File: config.mk
export PLATFORM = sky130hd
export DESIGN_NAME = vacuum_fan_speed_regulator_top
export DESIGN_NICKNAME = d
export VERILOG_FILES = /design/src/hw/rtl/vfsr_pkg.sv /design/src/hw/rtl/vacuum_fan_speed_regulator_top.sv
export SDC_FILE = /design/constraint.sdc
export NUM_CORES = 1
export LEC_CHECK = 0
export ABC_AREA = 1
export BUFFER_PORTS_ARGS = -buffer_cell sky130_fd_sc_hd__buf_2
export CORE_UTILIZATION = 45
export DETAILED_ROUTE_END_ITERATION = 8
export GPL_ROUTABILITY_DRIVEN = 0
export PLACE_DENSITY = 0.68
export SLEW_MARGIN = 20
export SYNTH_ARGS = -nofsm -noshare
export SYNTH_HDL_FRONTEND = slang
export SYNTH_SLANG_ARGS = --single-unit
File: constraint.sdc
create_clock -name clk -period 5 [get_ports clk]
set_input_delay 1 -clock clk [delete_from_list [all_inputs] [get_ports clk]]
set_output_delay 1 -clock clk [all_outputs]
set_load 0.05 [all_outputs]
File: src/hw/rtl/vfsr_pkg.sv
// vfsr_pkg: command codes, register indexes and regulation constants
// for the fan speed regulator; no dependencies
package vfsr_pkg;

  localparam int CMD_W   = 3;
  localparam int SPEED_W = 16;
  localparam int DUTY_W  = 7;
  localparam int MODE_W  = 2;
  localparam int CFG_W   = 16;
  localparam int IDX_W   = 2;
  localparam int ERR_W   = SPEED_W + 1;

  // request commands
  localparam logic [CMD_W-1:0] CMD_TICK       = 3'd0;
  localparam logic [CMD_W-1:0] CMD_PULSE      = 3'd1;
  localparam logic [CMD_W-1:0] CMD_SET_SPEED  = 3'd2;
  localparam logic [CMD_W-1:0] CMD_PRESET     = 3'd3;
  localparam logic [CMD_W-1:0] CMD_CLEAR_FAIL = 3'd4;

  // configuration register indexes
  localparam logic [IDX_W-1:0] REG_MODE       = 2'd0;
  localparam logic [IDX_W-1:0] REG_SP_MAX     = 2'd1;
  localparam logic [IDX_W-1:0] REG_SP_NORMAL  = 2'd2;
  localparam logic [IDX_W-1:0] REG_SP_ECO     = 2'd3;

  // setpoint modes
  localparam logic [MODE_W-1:0] MODE_MAX    = 2'd0;
  localparam logic [MODE_W-1:0] MODE_NORMAL = 2'd1;
  localparam logic [MODE_W-1:0] MODE_ECO    = 2'd2;

  // register reset values
  localparam logic [SPEED_W-1:0] SP_MAX_RST    = 16'd1000;
  localparam logic [SPEED_W-1:0] SP_NORMAL_RST = 16'd700;
  localparam logic [SPEED_W-1:0] SP_ECO_RST    = 16'd500;

  // error bands
  localparam logic signed [ERR_W-1:0] ERR_BIG_POS   = 17'sd300;
  localparam logic signed [ERR_W-1:0] ERR_SMALL_POS = 17'sd80;
  localparam logic signed [ERR_W-1:0] ERR_BIG_NEG   = -17'sd100;
  localparam logic signed [ERR_W-1:0] ERR_SMALL_NEG = -17'sd80;

  // duty limits and steps
  localparam logic [DUTY_W-1:0] DUTY_MAX      = 7'd99;
  localparam logic [DUTY_W-1:0] DUTY_MIN      = 7'd5;
  localparam logic [DUTY_W-1:0] DUTY_START    = 7'd10;
  localparam logic [DUTY_W-1:0] STEP_BIG      = 7'd10;
  localparam logic [DUTY_W-1:0] STEP_MID      = 7'd3;
  localparam logic [DUTY_W-1:0] STEP_ONE      = 7'd1;

  localparam logic [SPEED_W-1:0] PULSE_SAT = 16'hFFFF;

endpackage

File: src/hw/rtl/vacuum_fan_speed_regulator_top.sv
// vacuum_fan_speed_regulator_top: fan duty regulator from tach pulses
// depends on vfsr_pkg for command codes and constants
//
// result: registered on request accept, valid from the next cycle
// throughput: one request per cycle while results are taken; the state update
//   and result capture both happen in the single accept cycle, and a new
//   request enters in the same cycle that the waiting result is taken
// reset: synchronous active-high rst clears all control state, loads the
//   configuration defaults (normal mode, setpoints 1000/700/500), motor off
module vacuum_fan_speed_regulator_top #(
  parameter int WINDOW_TICKS = 20,
  parameter int FAIL_WINDOWS = 11
) (
  input  logic                            clk,
  input  logic                            rst,
  // configuration write port
  input  logic                            cfg_wr_en,
  input  logic [vfsr_pkg::IDX_W-1:0]      cfg_index,
  input  logic [vfsr_pkg::CFG_W-1:0]      cfg_data,
  // request channel
  input  logic                            in_valid,
  output logic                            in_ready,
  input  logic [vfsr_pkg::CMD_W-1:0]      cmd,
  input  logic [vfsr_pkg::SPEED_W-1:0]    speed_value,
  input  logic [vfsr_pkg::DUTY_W-1:0]     duty_value,
  // result channel
  output logic                            out_valid,
  input  logic                            out_ready,
  output logic [vfsr_pkg::DUTY_W-1:0]     drive_duty,
  output logic                            motor_on,
  output logic                            fail_flag,
  output logic [vfsr_pkg::SPEED_W-1:0]    target_speed
);

  // tick counter just wide enough for the window, dead counter for the limit
  localparam int TICK_W = (WINDOW_TICKS > 1) ? $clog2(WINDOW_TICKS) : 1;
  localparam int DEAD_W = $clog2(FAIL_WINDOWS + 1);
  localparam logic [TICK_W-1:0] TICK_LAST = TICK_W'(WINDOW_TICKS - 1);
  localparam logic [DEAD_W-1:0] DEAD_LIMIT = DEAD_W'(FAIL_WINDOWS);

  // configuration registers
  logic [vfsr_pkg::MODE_W-1:0]  fan_mode;
  logic [vfsr_pkg::SPEED_W-1:0] setpoint_max;
  logic [vfsr_pkg::SPEED_W-1:0] setpoint_normal;
  logic [vfsr_pkg::SPEED_W-1:0] setpoint_eco;

  // regulator state
  logic [TICK_W-1:0]            tick_count, tick_count_next;
  logic [vfsr_pkg::SPEED_W-1:0] pulse_count, pulse_count_next;
  logic [vfsr_pkg::SPEED_W-1:0] speed_target, speed_target_next;
  logic [vfsr_pkg::DUTY_W-1:0]  duty_accum, duty_accum_next;
  logic [vfsr_pkg::DUTY_W-1:0]  applied_duty, applied_duty_next;
  logic                         driver_enabled, driver_enabled_next;
  logic [DEAD_W-1:0]            dead_windows, dead_windows_next;
  logic                         fail_latch, fail_latch_next;

  // window close datapath
  logic                                accept;
  logic                                window_close;
  logic [vfsr_pkg::SPEED_W-1:0]        win_target;
  logic signed [vfsr_pkg::ERR_W-1:0]   err;
  logic [vfsr_pkg::DUTY_W-1:0]         win_accum;
  logic [vfsr_pkg::DUTY_W-1:0]         win_floor;
  logic [DEAD_W-1:0]                   dead_inc;

  // the result register frees up when the consumer takes it
  assign in_ready     = !out_valid || out_ready;
  assign accept       = in_valid && in_ready;
  assign window_close = accept && (cmd == vfsr_pkg::CMD_TICK) && (tick_count >= TICK_LAST);

  // configuration writes
  always_ff @(posedge clk) begin
    if (rst) begin
      fan_mode        <= vfsr_pkg::MODE_NORMAL;
      setpoint_max    <= vfsr_pkg::SP_MAX_RST;
      setpoint_normal <= vfsr_pkg::SP_NORMAL_RST;
      setpoint_eco    <= vfsr_pkg::SP_ECO_RST;
    end else if (cfg_wr_en) begin
      unique case (cfg_index)
        vfsr_pkg::REG_MODE:      fan_mode        <= cfg_data[vfsr_pkg::MODE_W-1:0];
        vfsr_pkg::REG_SP_MAX:    setpoint_max    <= cfg_data;
        vfsr_pkg::REG_SP_NORMAL: setpoint_normal <= cfg_data;
        vfsr_pkg::REG_SP_ECO:    setpoint_eco    <= cfg_data;
        default: ;
      endcase
    end
  end

  // target reload from the current mode's setpoint; a zero target or an undefined mode keeps it
  always_comb begin
    win_target = speed_target;
    if (speed_target != '0) begin
      unique case (fan_mode)
        vfsr_pkg::MODE_MAX:    win_target = setpoint_max;
        vfsr_pkg::MODE_NORMAL: win_target = setpoint_normal;
        vfsr_pkg::MODE_ECO:    win_target = setpoint_eco;
        default:               win_target = speed_target;
      endcase
    end
  end

  assign err = $signed({1'b0, win_target}) - $signed({1'b0, pulse_count});

  // duty step by error band; accum stays at or below 99 so +10 cannot wrap
  always_comb begin
    win_accum = duty_accum;
    if (err > 0) begin
      if (err > vfsr_pkg::ERR_BIG_POS) begin
        win_accum = duty_accum + vfsr_pkg::STEP_BIG;
      end else if (err > vfsr_pkg::ERR_SMALL_POS) begin
        win_accum = duty_accum + vfsr_pkg::STEP_MID;
      end
      if (win_accum > vfsr_pkg::DUTY_MAX) begin
        win_accum = vfsr_pkg::DUTY_MAX;
      end
    end else if (err < vfsr_pkg::ERR_BIG_NEG) begin
      if (duty_accum > vfsr_pkg::DUTY_MIN) begin
        win_accum = duty_accum - vfsr_pkg::STEP_MID;
      end
    end else if (err < vfsr_pkg::ERR_SMALL_NEG) begin
      if (duty_accum != '0) begin
        win_accum = duty_accum - vfsr_pkg::STEP_ONE;
      end
    end
  end

  assign win_floor = (win_accum < vfsr_pkg::DUTY_MIN) ? vfsr_pkg::DUTY_MIN : win_accum;
  assign dead_inc  = dead_windows + DEAD_W'(1);

  // next state for one accepted request
  always_comb begin
    tick_count_next     = tick_count;
    pulse_count_next    = pulse_count;
    speed_target_next   = speed_target;
    duty_accum_next     = duty_accum;
    applied_duty_next   = applied_duty;
    driver_enabled_next = driver_enabled;
    dead_windows_next   = dead_windows;
    fail_latch_next     = fail_latch;
    if (accept) begin
      unique case (cmd)
        vfsr_pkg::CMD_TICK: begin
          if (tick_count >= TICK_LAST) begin
            tick_count_next  = '0;
            pulse_count_next = '0;
            if (driver_enabled) begin
              speed_target_next = win_target;
              duty_accum_next   = win_floor;
              applied_duty_next = win_floor;
              if (pulse_count == '0) begin
                // a window with no tach edges while driving
                if (dead_inc >= DEAD_LIMIT) begin
                  dead_windows_next = '0;
                  fail_latch_next   = 1'b1;
                end else begin
                  dead_windows_next = dead_inc;
                end
              end else begin
                dead_windows_next = '0;
              end
            end else begin
              dead_windows_next = '0;
            end
          end else begin
            tick_count_next = tick_count + TICK_W'(1);
          end
        end
        vfsr_pkg::CMD_PULSE: begin
          if (pulse_count != vfsr_pkg::PULSE_SAT) begin
            pulse_count_next = pulse_count + 16'd1;
          end
        end
        vfsr_pkg::CMD_SET_SPEED: begin
          speed_target_next = speed_value;
          if (speed_value == '0) begin
            driver_enabled_next = 1'b0;
          end else begin
            driver_enabled_next = 1'b1;
            if (applied_duty < vfsr_pkg::DUTY_START) begin
              applied_duty_next = vfsr_pkg::DUTY_START;
            end
          end
        end
        vfsr_pkg::CMD_PRESET: begin
          duty_accum_next = (duty_value > vfsr_pkg::DUTY_MAX) ? vfsr_pkg::DUTY_MAX : duty_value;
        end
        vfsr_pkg::CMD_CLEAR_FAIL: begin
          fail_latch_next = 1'b0;
        end
        default: ;
      endcase
    end
  end

  always_ff @(posedge clk) begin
    if (rst) begin
      tick_count     <= '0;
      pulse_count    <= '0;
      speed_target   <= '0;
      duty_accum     <= '0;
      applied_duty   <= '0;
      driver_enabled <= 1'b0;
      dead_windows   <= '0;
      fail_latch     <= 1'b0;
    end else begin
      tick_count     <= tick_count_next;
      pulse_count    <= pulse_count_next;
      speed_target   <= speed_target_next;
      duty_accum     <= duty_accum_next;
      applied_duty   <= applied_duty_next;
      driver_enabled <= driver_enabled_next;
      dead_windows   <= dead_windows_next;
      fail_latch     <= fail_latch_next;
    end
  end

  // result register: snapshot of the updated state
  always_ff @(posedge clk) begin
    if (rst) begin
      out_valid <= 1'b0;
    end else if (accept) begin
      out_valid <= 1'b1;
    end else if (out_ready) begin
      out_valid <= 1'b0;
    end
  end

  always_ff @(posedge clk) begin
    if (accept) begin
      drive_duty   <= applied_duty_next;
      motor_on     <= driver_enabled_next;
      fail_flag    <= fail_latch_next;
      target_speed <= speed_target_next;
    end
  end

`ifndef SYNTH
  a_no_accept_when_held: assert property (@(posedge clk) disable iff (rst)
    out_valid && !out_ready |-> !in_ready)
    else $error("request accepted while result held");

  a_duty_in_range: assert property (@(posedge clk) disable iff (rst)
    applied_duty <= vfsr_pkg::DUTY_MAX && duty_accum <= vfsr_pkg::DUTY_MAX)
    else $error("duty above limit");

  a_running_duty_floor: assert property (@(posedge clk) disable iff (rst)
    driver_enabled |-> applied_duty >= vfsr_pkg::DUTY_MIN)
    else $error("motor running below minimum duty");

  a_dead_below_limit: assert property (@(posedge clk) disable iff (rst)
    dead_windows < DEAD_LIMIT)
    else $error("dead window count reached limit");

  a_fail_from_window: assert property (@(posedge clk) disable iff (rst)
    $rose(fail_latch) |-> $past(window_close) && $past(pulse_count) == '0)
    else $error("fail flag set outside a silent window");

  a_pulses_cleared: assert property (@(posedge clk) disable iff (rst)
    window_close |=> pulse_count == '0)
    else $error("pulse count not cleared at window close");
`endif

endmodule

==> results_dict.tcl <==
set metrics [dict create \
    start_util 0.463 \
    synth_edf_count 25 \
    r2r_start "speed_target[11]" \
    vias_per_cell 5.37 \
    drc 4 \
    cts_hold_repair.buffers 0 \
    drt_iter0_drc 638 \
    ys.warnings.count 0 \
    synth_flop_cell "dfxtp_1" \
    synthTopCellsByArea "dfxtp_1, nand2_1, edfxtp_1" \
    synth.net_count 1331 \
    status "finished with violations" \
    die_h_um 138 \
    synth_area_um2 8370 \
    firstDrtPassIters 7 \
    globalRoute.totalOverflow 0 \
    area_growth_syn_to_layout_pct 15.2 \
    layout_common_cells "nand2_1, inv_1, nor2_1" \
    violations "DRC" \
    setup_tns_ps 0 \
    cts_setup_buffers 0 \
    drv_cap 0 \
    crit_path_end_kind "register" \
    dieArea_um2 19200 \
    grt_pass1_wl_um 39200 \
    num_antenna_cells 0 \
    clkTransAtPathRegs_ps 60 \
    grt_max_degree 60 \
    io_pins 76 \
    leakage_nw 4.57 \
    die_w_um 138 \
    synth-seq-cells 133 \
    h-tree-depth 4 \
    p_sw_frac 0.414 \
    setup_ws_ps 268 \
    reg2reg_slack_ps 270 \
    layout-drive-gt1-share 0.130 \
    cts_buffer_depth 2 \
    synthDistinctLibCells 58 \
    rr_worst_depth 27 \
    seq_area_frac_synth 0.348 \
    cp-startpoint "speed_target[11]" \
    period_needed_ps 4730 \
    grt_pass1_vias 7913 \
    min_path_type "reg -> reg" \
    p_sw_mw 1.66 \
    worstSetupPathType "reg -> reg" \
    arrival_ps 4920 \
    relSlewSlack 0.409 \
    clock_skew_ps 11.6 \
    internal-power_mw 2.35 \
    hpwlAfterDp_um 18200 \
    layout_commonest_cell "nand2_1" \
    ant_nets 0 \
    crit_path_end "drive_duty[0]" \
    fmax_mhz 211 \
    fin_crit_sh 0.946 \
    cp_max_fo 12 \
    hp-start "setpoint_eco[14]" \
    p_seq_frac 0.293 \
    startpoint_type "register" \
    synthArstFlopShare 0 \
    core_um2 18100 \
    synth_top_area_frac 0.258 \
    place_ws_ps 230 \
    max_slew.worst_pin.slew_ps 875 \
    numCtsBuffers 17 \
    cts_num_sinks 133 \
    vdd_drop_max_mv 0.290 \
    nets 1409 \
    antenna_found_initial 0 \
    portBuffers 75 \
    pwr-share-clk 0.295 \
    cts_resized 0 \
    wl_per_cell_um 15.5 \
    cts-root-buf "clkbuf_16" \
    powerDensity_nw_per_um2 416 \
    grt_usage 0.259 \
    drt_wl_total_um 24400 \
    synth_area_per_cell_um2 6.69 \
    hold_violations 0 \
    setup_viol 0 \
    clk_latency_ps 430 \
    comb_power_share 0.412 \
    crit_required_ps 5180 \
    cts_tree "built" \
    synthCells 1252 \
    synth_top_area_cell "dfxtp_1" \
    timing.rr.end "drive_duty[0]" \
    final_max_slew_viol_count 0 \
    rows 49 \
    num_vias 8436 \
]
[through the flow]
stage / power (mW) / hold slack, ps / util / std cells / area [um^2]
2_1_floorplan: 2.43 / 424 / - / 1252 / 8370
3_3_place_gp: 2.77 / 437 / 0.498 / 1538 / 9010
3_5_place_dp: 2.78 / 443 / 0.498 / 1538 / 9010
4_1_cts: 3.97 / 456 / 0.529 / 1570 / 9570
5_1_grt: 4.29 / 471 / 0.533 / 1572 / 9640
6_report: 4.01 / 452 / 0.533 / 1572 / 9640
[sequential cells by signal, summed over array words and instances, names as in the netlist]
register / flops
out_valid: 1
target_speed: 16
setpoint_eco: 16
setpoint_normal: 16
tick_count: 5
duty_accum: 7
dead_windows: 4
fail_latch: 1
driver_enabled: 1
motor_on: 1
applied_duty: 7
fan_mode: 2
setpoint_max: 16
drive_duty: 7
speed_target: 16
fail_flag: 1
pulse_count: 16
[layout make-up]
cell class                      instances  area [um^2]
Fill cell                            1777         8440
Inverter                              190          717
Timing Repair inverter                  1         7.51
Clock buffer                           18          429
Tap cell                              229          287
Sequential cell                       133         2910
Clock inverter                         14          128
Multi-Input combinational cell        895         4660
Timing Repair Buffer                   92          500
[worst max-delay path, stage by stage (launching register included)]
cell      delay [ps]
dfxtp_1          330
nor4_2           410
nand4_1          230
nand2_4          180
buf_4            210
a211oi_1          70
a21oi_2          220
ha_1             340
a21oi_1          230
nor2_1            60
nor2_1           120
nand2_1          120
a21oi_4          250
nand3_1          110
nor2_1           180
nand3b_1          90
nand2_1          180
inv_1            160
nand2_1          100
o21ai_0          110
o21ai_1          240
nand3_1          150
inv_1             80
o21bai_1          60
nand2_1           70
nand2_1           50
nand2_1           90
inv_1             50
[cell families (layout without fill, tap and decap cells)]
logic type      after synthesis  after routing  share of synthesized area
compound gates              236            236                      0.168
xor+xnor                     19             19                     0.0208
flops                       133            133                      0.348
fa+ha+maj                    30             30                     0.0457
buf+inv                     224            315                      0.102
simple gates                610            610                      0.316
[cells in the mapped netlist, types with 3 or more instances]
master and instances:
nand3_1 69, nand4_1 17, o21a_1 3, nand2_1 314
a221oi_1 9, nand3b_1 5, ha_1 29, nor3_1 21
xor2_1 14, xnor2_1 4, buf_2 3, nand3_2 4
nor2_2 7, nor2_1 130, dfxtp_1 108, a31oi_1 4
a21oi_1 79, and2_1 13, nor4_1 10, clkinv_1 3
o21ai_0 81, o21bai_1 3, a22oi_1 7, edfxtp_1 25
clkbuf_1 27, o211ai_1 9, inv_1 186, o21ai_1 3
a211oi_1 14, nand2_2 14, o22ai_1 4
[power by group through the flow]
stage | logic [mW] | registers (mW) | clock network [mW]
after global placement | 1.57 | 1.20 | 0
final | 1.65 | 1.18 | 1.18
after floorplan | 1.20 | 1.23 | 0
after CTS | 1.59 | 1.18 | 1.20
after detailed placement | 1.58 | 1.20 | 0
after global routing | 1.86 | 1.18 | 1.25
[worst min path at each step]
stage	end	slack (ps)	cells past startpoint
finish	setpoint_eco[14]	450	2
floorplan	setpoint_eco[13]	420	2
global route	setpoint_eco[14]	470	2
detailed placement	setpoint_eco[7]	440	2
CTS	setpoint_eco[14]	460	2
global placement	setpoint_eco[14]	440	2
[metal layers]
layer / part of all wire / vias up / global-route usage
li1: - / 4254 / -
met1: 0.45 / 3867 / 0.320
met2: 0.47 / 261 / 0.436
met3: 0.048 / 54 / 0.0478
met4: 0.032 / 0 / 0.122
met5: 0 / - / 0
(Power assumes the default switching activity.)
